===== config.mk =====
export PLATFORM = sky130hd
export DESIGN_NAME = line_position_delta_header_encoder
export DESIGN_NICKNAME = d
export VERILOG_FILES = /design/src/rtl/core/lpd_pkg.sv /design/src/rtl/core/line_position_delta_header_encoder.sv /design/src/rtl/core/lpd_front.sv /design/src/rtl/core/lpd_queue.sv /design/src/rtl/core/lpd_back.sv
export SDC_FILE = /design/constraint.sdc
export NUM_CORES = 1
export LEC_CHECK = 0
export BUFFER_PORTS_ARGS = -buffer_cell sky130_fd_sc_hd__clkbuf_2
export CORE_ASPECT_RATIO = 0.7
export CORE_MARGIN = 3
export CORE_UTILIZATION = 62
export CTS_CLUSTER_SIZE = 14
export DETAILED_ROUTE_END_ITERATION = 8
export PLACE_DENSITY = 0.89
export SYNTH_ARGS = -nofsm -noshare
export SYNTH_HDL_FRONTEND = slang
export SYNTH_HIERARCHICAL = 1
export SYNTH_SLANG_ARGS = --single-unit

===== constraint.sdc =====
create_clock -name clk -period 6 [get_ports clk]
set_clock_uncertainty 0.2 [all_clocks]
set_input_delay 0.9 -clock clk [delete_from_list [all_inputs] [get_ports clk]]
set_output_delay 0.9 -clock clk [all_outputs]
set_load 0.02 [all_outputs]

===== src/rtl/core/lpd_pkg.sv =====
// shared types and constants for the line position delta header encoder
`default_nettype none

package lpd_pkg;

  localparam int unsigned QUEUE_DEPTH = 2;

  localparam logic [7:0] CONT_BIT  = 8'h80;
  localparam logic [7:0] LOW7_MASK = 8'h7F;

  localparam logic [7:0] LINE_PRESENT_RESET    = 8'h04;
  localparam logic [7:0] LINE_NEGATIVE_RESET   = 8'h08;
  localparam logic [7:0] COLUMN_PRESENT_RESET  = 8'h10;
  localparam logic [7:0] COLUMN_NEGATIVE_RESET = 8'h20;

  typedef enum logic [1:0] {
    REG_LINE_PRESENT,
    REG_LINE_NEGATIVE,
    REG_COLUMN_PRESENT,
    REG_COLUMN_NEGATIVE
  } reg_index_t;

  typedef struct packed {
    logic [7:0] line_present;
    logic [7:0] line_negative;
    logic [7:0] column_present;
    logic [7:0] column_negative;
  } masks_t;

  typedef struct packed {
    logic [7:0]  kind;
    logic [7:0]  flags;
    logic [31:0] line_delta;
    logic [31:0] column_delta;
  } header_t;

  typedef struct packed {
    logic full;
    logic empty;
  } queue_status_t;

endpackage

`default_nettype wire


===== src/rtl/core/line_position_delta_header_encoder.sv =====
// Line position delta header encoder, top level.
//
// Input channel item_valid/item_ready carries one node header: node_kind,
// base_flags, line_number and column_number. Output channel
// result_valid/result_ready carries one header byte per item (out_byte),
// with last_byte high on the final byte of each node's run.
// A node produces 2 to 12 bytes: kind, flags, then the nonzero line and
// column deltas as 7-bit varints. The byte sequencer sends one byte per
// cycle while result_ready allows; with the sequencer idle, a new node's
// first byte goes from its queue entry into the output register.
// The front end computes the deltas at acceptance and parks the header in
// a short queue (QUEUE_DEPTH entries), so new nodes are taken while the
// sequencer is still sending earlier ones; item_ready drops only when the
// queue is full.
// A stalled receiver holds the current byte in the output register; the
// queue then fills and the input stalls in turn.
// Synchronous reset (rst) zeroes the previous line and column, empties
// the queue and loads the default flag masks. Mask registers are written
// via cfg_we/cfg_index/cfg_data by the user only while idle; unenforced.
`default_nettype none

module line_position_delta_header_encoder #(
  parameter int unsigned QUEUE_DEPTH = lpd_pkg::QUEUE_DEPTH
) (
  input  wire         clk,
  input  wire         rst,
  input  wire         cfg_we,
  input  wire  [1:0]  cfg_index,
  input  wire  [7:0]  cfg_data,
  input  wire         item_valid,
  output logic        item_ready,
  input  wire  [7:0]  node_kind,
  input  wire  [7:0]  base_flags,
  input  wire  [31:0] line_number,
  input  wire  [31:0] column_number,
  output logic        result_valid,
  input  wire         result_ready,
  output logic [7:0]  out_byte,
  output logic        last_byte
);

  lpd_pkg::masks_t        masks;
  lpd_pkg::queue_status_t status;
  lpd_pkg::header_t       push_data;
  lpd_pkg::header_t       pop_data;
  logic                   push;
  logic                   pop;

  always_ff @(posedge clk) begin
    if (rst) begin
      masks.line_present    <= lpd_pkg::LINE_PRESENT_RESET;
      masks.line_negative   <= lpd_pkg::LINE_NEGATIVE_RESET;
      masks.column_present  <= lpd_pkg::COLUMN_PRESENT_RESET;
      masks.column_negative <= lpd_pkg::COLUMN_NEGATIVE_RESET;
    end else if (cfg_we) begin
      case (lpd_pkg::reg_index_t'(cfg_index))
        lpd_pkg::REG_LINE_PRESENT:    masks.line_present    <= cfg_data;
        lpd_pkg::REG_LINE_NEGATIVE:   masks.line_negative   <= cfg_data;
        lpd_pkg::REG_COLUMN_PRESENT:  masks.column_present  <= cfg_data;
        lpd_pkg::REG_COLUMN_NEGATIVE: masks.column_negative <= cfg_data;
        default:                      masks                 <= masks;
      endcase
    end
  end

  lpd_front u_front (
    .clk           (clk),
    .rst           (rst),
    .item_valid    (item_valid),
    .item_ready    (item_ready),
    .node_kind     (node_kind),
    .base_flags    (base_flags),
    .line_number   (line_number),
    .column_number (column_number),
    .masks         (masks),
    .status        (status),
    .push          (push),
    .push_data     (push_data)
  );

  lpd_queue #(
    .DEPTH (QUEUE_DEPTH)
  ) u_queue (
    .clk       (clk),
    .rst       (rst),
    .push      (push),
    .push_data (push_data),
    .pop       (pop),
    .pop_data  (pop_data),
    .status    (status)
  );

  lpd_back u_back (
    .clk          (clk),
    .rst          (rst),
    .pop_data     (pop_data),
    .status       (status),
    .pop          (pop),
    .result_valid (result_valid),
    .result_ready (result_ready),
    .out_byte     (out_byte),
    .last_byte    (last_byte)
  );

endmodule

`default_nettype wire


===== src/rtl/core/lpd_front.sv =====
// front end: takes node items, works out line and column deltas and flags
`default_nettype none

module lpd_front (
  input  wire                   clk,
  input  wire                   rst,
  input  wire                   item_valid,
  output logic                  item_ready,
  input  wire  [7:0]            node_kind,
  input  wire  [7:0]            base_flags,
  input  wire  [31:0]           line_number,
  input  wire  [31:0]           column_number,
  input  lpd_pkg::masks_t       masks,
  input  lpd_pkg::queue_status_t status,
  output logic                  push,
  output lpd_pkg::header_t      push_data
);

  logic [31:0] previous_line;
  logic [31:0] previous_column;

  logic        line_up, line_down, column_up, column_down;
  logic [31:0] line_hi, line_lo, column_hi, column_lo;
  logic [7:0]  flags;

  always_comb begin
    line_up     = line_number > previous_line;
    line_down   = line_number < previous_line;
    column_up   = column_number > previous_column;
    column_down = column_number < previous_column;

    line_hi   = line_up ? line_number : previous_line;
    line_lo   = line_up ? previous_line : line_number;
    column_hi = column_up ? column_number : previous_column;
    column_lo = column_up ? previous_column : column_number;

    flags = base_flags;
    if (line_up || line_down) begin
      flags = flags | masks.line_present;
    end
    if (line_down) begin
      flags = flags | masks.line_negative;
    end
    if (column_up || column_down) begin
      flags = flags | masks.column_present;
    end
    if (column_down) begin
      flags = flags | masks.column_negative;
    end

    push_data.kind         = node_kind;
    push_data.flags        = flags;
    push_data.line_delta   = line_hi - line_lo;
    push_data.column_delta = column_hi - column_lo;

    item_ready = !status.full;
    push       = item_valid && !status.full;
  end

  always_ff @(posedge clk) begin
    if (rst) begin
      previous_line   <= '0;
      previous_column <= '0;
    end else if (push) begin
      previous_line   <= line_number;
      previous_column <= column_number;
    end
  end

endmodule

`default_nettype wire


===== src/rtl/core/lpd_queue.sv =====
// short header queue between the front end and the byte sequencer
`default_nettype none

module lpd_queue #(
  parameter int unsigned DEPTH = lpd_pkg::QUEUE_DEPTH
) (
  input  wire                    clk,
  input  wire                    rst,
  input  wire                    push,
  input  lpd_pkg::header_t       push_data,
  input  wire                    pop,
  output lpd_pkg::header_t       pop_data,
  output lpd_pkg::queue_status_t status
);

  localparam int unsigned PTR_W = (DEPTH > 1) ? $clog2(DEPTH) : 1;
  localparam int unsigned CNT_W = $clog2(DEPTH + 1);
  localparam logic [PTR_W-1:0] LAST_PTR = PTR_W'(DEPTH - 1);
  localparam logic [CNT_W-1:0] FULL_CNT = CNT_W'(DEPTH);

  lpd_pkg::header_t entries [DEPTH];

  logic [PTR_W-1:0] wr_ptr;
  logic [PTR_W-1:0] rd_ptr;
  logic [CNT_W-1:0] count;

  always_comb begin
    status.full  = count == FULL_CNT;
    status.empty = count == '0;
    pop_data     = entries[rd_ptr];
  end

  always_ff @(posedge clk) begin
    if (push) begin
      entries[wr_ptr] <= push_data;
    end
  end

  always_ff @(posedge clk) begin
    if (rst) begin
      wr_ptr <= '0;
      rd_ptr <= '0;
      count  <= '0;
    end else begin
      if (push) begin
        wr_ptr <= (wr_ptr == LAST_PTR) ? '0 : wr_ptr + 1'b1;
      end
      if (pop) begin
        rd_ptr <= (rd_ptr == LAST_PTR) ? '0 : rd_ptr + 1'b1;
      end
      case ({push, pop})
        2'b10:   count <= count + 1'b1;
        2'b01:   count <= count - 1'b1;
        default: count <= count;
      endcase
    end
  end

endmodule

`default_nettype wire


===== src/rtl/core/lpd_back.sv =====
// byte sequencer: turns queued headers into the output byte stream
`default_nettype none

module lpd_back (
  input  wire                    clk,
  input  wire                    rst,
  input  lpd_pkg::header_t       pop_data,
  input  lpd_pkg::queue_status_t status,
  output logic                   pop,
  output logic                   result_valid,
  input  wire                    result_ready,
  output logic [7:0]             out_byte,
  output logic                   last_byte
);

  typedef enum logic [1:0] {
    IDLE,
    FLAGS,
    LINE,
    COLUMN
  } state_t;

  state_t      state;
  logic [7:0]  flags;
  logic [31:0] line_rest;
  logic [31:0] column_rest;

  logic advance;
  logic line_more, column_more;
  logic line_zero, column_zero;

  always_comb begin
    advance     = !result_valid || result_ready;
    pop         = advance && (state == IDLE) && !status.empty;
    line_more   = line_rest[31:7] != '0;
    column_more = column_rest[31:7] != '0;
    line_zero   = line_rest == '0;
    column_zero = column_rest == '0;
  end

  always_ff @(posedge clk) begin
    if (rst) begin
      state        <= IDLE;
      result_valid <= 1'b0;
    end else if (advance) begin
      case (state)
        IDLE: begin
          if (!status.empty) begin
            out_byte     <= pop_data.kind;
            last_byte    <= 1'b0;
            result_valid <= 1'b1;
            flags        <= pop_data.flags;
            line_rest    <= pop_data.line_delta;
            column_rest  <= pop_data.column_delta;
            state        <= FLAGS;
          end else begin
            result_valid <= 1'b0;
          end
        end
        FLAGS: begin
          out_byte     <= flags;
          last_byte    <= line_zero && column_zero;
          result_valid <= 1'b1;
          if (!line_zero) begin
            state <= LINE;
          end else if (!column_zero) begin
            state <= COLUMN;
          end else begin
            state <= IDLE;
          end
        end
        LINE: begin
          out_byte     <= (line_rest[7:0] & lpd_pkg::LOW7_MASK)
                          | (line_more ? lpd_pkg::CONT_BIT : 8'h00);
          last_byte    <= !line_more && column_zero;
          result_valid <= 1'b1;
          line_rest    <= {7'b0, line_rest[31:7]};
          if (!line_more) begin
            state <= column_zero ? IDLE : COLUMN;
          end
        end
        COLUMN: begin
          out_byte     <= (column_rest[7:0] & lpd_pkg::LOW7_MASK)
                          | (column_more ? lpd_pkg::CONT_BIT : 8'h00);
          last_byte    <= !column_more;
          result_valid <= 1'b1;
          column_rest  <= {7'b0, column_rest[31:7]};
          if (!column_more) begin
            state <= IDLE;
          end
        end
        default: begin
          state        <= IDLE;
          result_valid <= 1'b0;
        end
      endcase
    end
  end

  a_line_nonzero: assert property (@(posedge clk) disable iff (rst)
    (state == LINE) |-> !line_zero)
    else $error("line phase entered with no line delta left");

  a_column_nonzero: assert property (@(posedge clk) disable iff (rst)
    (state == COLUMN) |-> !column_zero)
    else $error("column phase entered with no column delta left");

  a_pop_starts_run: assert property (@(posedge clk) disable iff (rst)
    pop |=> (state == FLAGS) && result_valid && !last_byte)
    else $error("popped header did not start a byte run");

  a_last_ends_run: assert property (@(posedge clk) disable iff (rst)
    (result_valid && last_byte) |-> (state == IDLE))
    else $error("last byte shown while the sequencer is still busy");

endmodule

`default_nettype wire

==> Flow_metrics.wiki <==
{| class="wikitable"
! Metric !! Value
|-
| Outcome || finished, final reports clean
|-
| Clock root buffer || sky130_fd_sc_hd__clkbuf_16
|-
| Share of synthesized area occupied by flip-flops and latches || 49.20%
|-
| Largest driver fanout on the critical path || 26
|-
| Met2 wire length || about 21,000 um
|-
| Initial cell density of the core || 64.26%
|-
| All-Layer GR Usage || 27.22%
|-
| Fraction of layout cells with a size suffix above 1 || 16.92%
|-
| Final Wtd Congestion || 0.9810
|-
| Die ar. || roughly 33,000 sq um
|-
| Crit path kind || reg2reg
|-
| Number of enable-type register cells in the synthesized netlist || 241
|-
| Reg clk slew, reported paths || 0.06 ns
|-
| Global-route wire length before repair || ~73,000 um
|-
| Part of the cycle the worst path needs || 86.83%
|-
| Commonest cells after routing, fill and taps aside || sky130_fd_sc_hd__nand2_1, sky130_fd_sc_hd__edfxtp_1, sky130_fd_sc_hd__a21oi_1
|-
| Most frequent CP cell || sky130_fd_sc_hd__a21oi_4
|-
| Iteration-0 DRC count of the detailed router || 1,357
|-
| FMAX || 0.1920 GHz
|-
| Port Buffer Count || 105
|-
| Number of search-and-repair iterations in the first detailed-routing pass || 7
|-
| Number of warnings printed during yosys synthesis || 6
|-
| Die outline height || 152.2 um
|-
| Net count after synthesis || 1,970
|-
| Power density of the placed cells || 411.2 nW/um^2
|-
| Final wirelength || 45,270 um
|-
| Chip Width || 214.9 um
|-
| Commonest non-fill, non-tap cell in the layout || sky130_fd_sc_hd__nand2_1
|-
| Unrepaired setup endpoints after global routing || false
|-
| Hold Path Origin || u_front/previous_column[31]
|-
| Most instantiated flip-flop cell in the synthesis netlist || sky130_fd_sc_hd__edfxtp_1
|-
| Via density per instance || approximately 6.2
|-
| CP peak stage delay || 0.77 ns
|-
| H-tree lvl count || 2
|-
| Antenna-violating nets left || 0
|-
| Number of ports placed on the die boundary || 106
|-
| Final max-slew violation count || 0
|-
| Cell count after synthesis || ~1,800
|-
| Clock latency of the later-clocked register in the worst-skew pair || 0.54 ns
|-
| Maximum number of buffers from clock root to sink || 3
|-
| Detailed-routing wirelength on met1 || 19,250 um
|-
| Synth Cell Area || about 19,000 sq um
|-
| Hold Fails Final Rpt || 0
|-
| Cell variety after synth || 93
|-
| Placeable core region || 29,470 sq um
|-
| Worst Hold Slack || 0.2624 ns
|-
| Growth of design area from synthesis to finish || 10.04%
|-
| CTS tree || yes
|-
| Post-placement worst setup slack || 0.3275 ns
|-
| Final period demand of the worst path || 5.210 ns
|-
| Async set-reset flop share out of synthesis || 0%
|-
| Half-perimeter wire length of the detailed placement result || 31,150 um
|-
| Number of buffers inserted for hold repair after clock tree synthesis || 0
|-
| Total CTS buffers || 35
|-
| TNS Setup || 0 ns
|-
| Endpoint required time on the critical path || 6.06 ns
|-
| Power after layout || 0.008570 W
|-
| Max-cap check violation count || 0
|-
| Static leakage || 7.897 nW
|-
| Transition time at the pin with the least slew margin || 1.106 ns
|-
| Data arrival time at the worst-slack endpoint || 5.27 ns
|-
| Via total after detailed routing || 14,310
|-
| Post-CTS Setup Bufs || 0
|-
| Count of instances resized after the clock tree is built || 0
|-
| Type of origin of the critical path || flip-flop
|-
| Highest Signal Layer || met4
|-
| Worst hold path class || reg2reg
|-
| Launch instance of the worst register-to-register path || u_front/previous_line[27]
|-
| First element of the critical path || u_front/previous_line[27]
|-
| Wire length on met3 || 4290 um
|-
| Antenna Diode Count || 0
|-
| Final worst setup slack || approximately 0.8 ns
|-
| Per-instance average area after synthesis || approximately 10 sq um
|-
| Number of filler cells placed in the layout || around 2,000
|-
| Overflow left after global routing || 0
|-
| Largest net degree at the start of global routing || 73
|-
| Net count reported at finish || 2,029
|-
| Post-synthesis sequential element count || 345
|-
| Clock Sinks || 345
|-
| DRC violations left || 0
|-
| Cell at the slowest stage of the critical path || sky130_fd_sc_hd__a21o_1
|-
| Worst slew margin relative to its limit || 26.27%
|-
| Number of global-route vias before repair || 13,829
|-
| Dpl cell area || 19,640 sq um
|-
| Sequence of cells on the critical path || inv_1 > ha_1 > nand4_1 > nor3_1 > a22oi_1 > a31oi_1 > a21o_1 > buf_4 > nor2_1 > a222oi_1 > and2_1 > a22o_1 > a21oi_4 > a21oi_4 > o31ai_1 > xor2_1
|-
| Number of antenna violations at the first check in global routing || 0
|-
| Worst-case vdd ir drop || 0.2586 mV
|-
| Number of cell rows || 52
|-
| Final instance area || 20,840 sq um
|-
| Setup crit end kind || flip-flop
|-
| Number of endpoints failing setup at the final stage || 0
|-
| Routed wirelength normalized by instance count || 19.72 um
|}
Yosys cell counts (36+ instances only):
master / n / area [sq um]
sky130_fd_sc_hd__edfxtp_1: 241 / 7237
sky130_fd_sc_hd__mux2_1: 36 / 405.4
sky130_fd_sc_hd__xnor2_1: 38 / 332.8
sky130_fd_sc_hd__mux2_2: 100 / 1126
sky130_fd_sc_hd__nand2_1: 246 / 923.4
sky130_fd_sc_hd__a21oi_1: 170 / 850.8
sky130_fd_sc_hd__nand2b_1: 69 / 431.7
sky130_fd_sc_hd__inv_1: 96 / 360.4
sky130_fd_sc_hd__dfxtp_1: 104 / 2082
sky130_fd_sc_hd__mux2i_1: 69 / 690.7
sky130_fd_sc_hd__o21ai_0: 55 / 275.3
sky130_fd_sc_hd__ha_1: 69 / 863.3
sky130_fd_sc_hd__nor2_1: 76 / 285.3
sky130_fd_sc_hd__nor2b_1: 41 / 256.5
sky130_fd_sc_hd__clkbuf_1: 41 / 153.9
final cells by class:
cell class / count / area, sq um / area share (%)
Clock inverter: 16 / 226.5 / 1.087
Clock buffer: 47 / 980.9 / 4.706
Sequential cell: 345 / 9323 / 44.73
Inverter: 96 / 360.3 / 1.729
Timing Repair Buffer: 120 / 640.6 / 3.074
Tap cell: 405 / 506.7 / 2.431
Multi-Input combinational cell: 1267 / 8805 / 42.24
flip-flops by register name, indices dropped and copies added, names as in the netlist, named ones only:
name                     cells
u_front/previous_column     32
u_queue/wr_ptr               1
u_back/line_rest            32
u_back/last_byte             1
u_queue/count                2
u_back/state                 2
u_front/previous_line       32
u_queue/entries            160
masks                       32
u_back/flags                 8
u_back/out_byte              8
u_queue/rd_ptr               1
u_back/column_rest          32
u_back/result_valid          1
stage by stage:
step / std cells / util, %
after detailed placement: 2233 / 66.62
final: 2296 / 70.72
after global routing: 2296 / 70.72
after CTS: 2296 / 70.72
after global placement: 2233 / 66.62
after floorplan: 1806 / -
cells by family (layout without fill, tap and decap cells):
group / count (synthesis) / in the layout / synth area share, %
flip-flops: 345 / 345 / 49.20
buffers and inverters: 194 / 279 / 4.413
XOR/XNOR: 62 / 62 / 2.867
multiplexers: 206 / 206 / 11.81
AO/OA/AOI/OAI: 377 / 377 / 12.83
adder cells (fa/ha/maj): 69 / 69 / 4.558
AND/OR/NAND/NOR: 553 / 553 / 14.32
final timing paths:
check	to	slack, ns	cells after the start
hold / removal	u_front/previous_column[31]	0.26	2
setup / recovery	u_queue/entries[0][58]	0.79	16
setup reg to reg	u_queue/entries[0][58]	0.79	16
hold reg to reg	u_front/previous_column[31]	0.26	2
routing by layer:
layer / vias up / global-route usage (%)
met2: 733 / 43.06
met3: 102 / 4.784
li1: 6632 / -
met5: - / 0
met1: 6843 / 38.95
met4: 0 / 7.566
critical path: cells and delay by family (launching register included):
| kind | cells | cell delay (ns) |
|---|---|---|
| xor+xnor | 1 | 0.17 |
| fa+ha+maj | 1 | 0.48 |
| compound gates | 8 | 2.26 |
| buf+inv | 2 | 0.50 |
| simple gates | 4 | 0.91 |
| flops | 1 | 0.41 |
power breakdown:
part	total (W)	switching [W]	internal [W]
logic	0.00265	0.00158	0.00107
registers	0.00363	0.000279	0.00335
clock network	0.00229	0.000947	0.00134
Note: power is estimated with default switching activity, not from simulation.
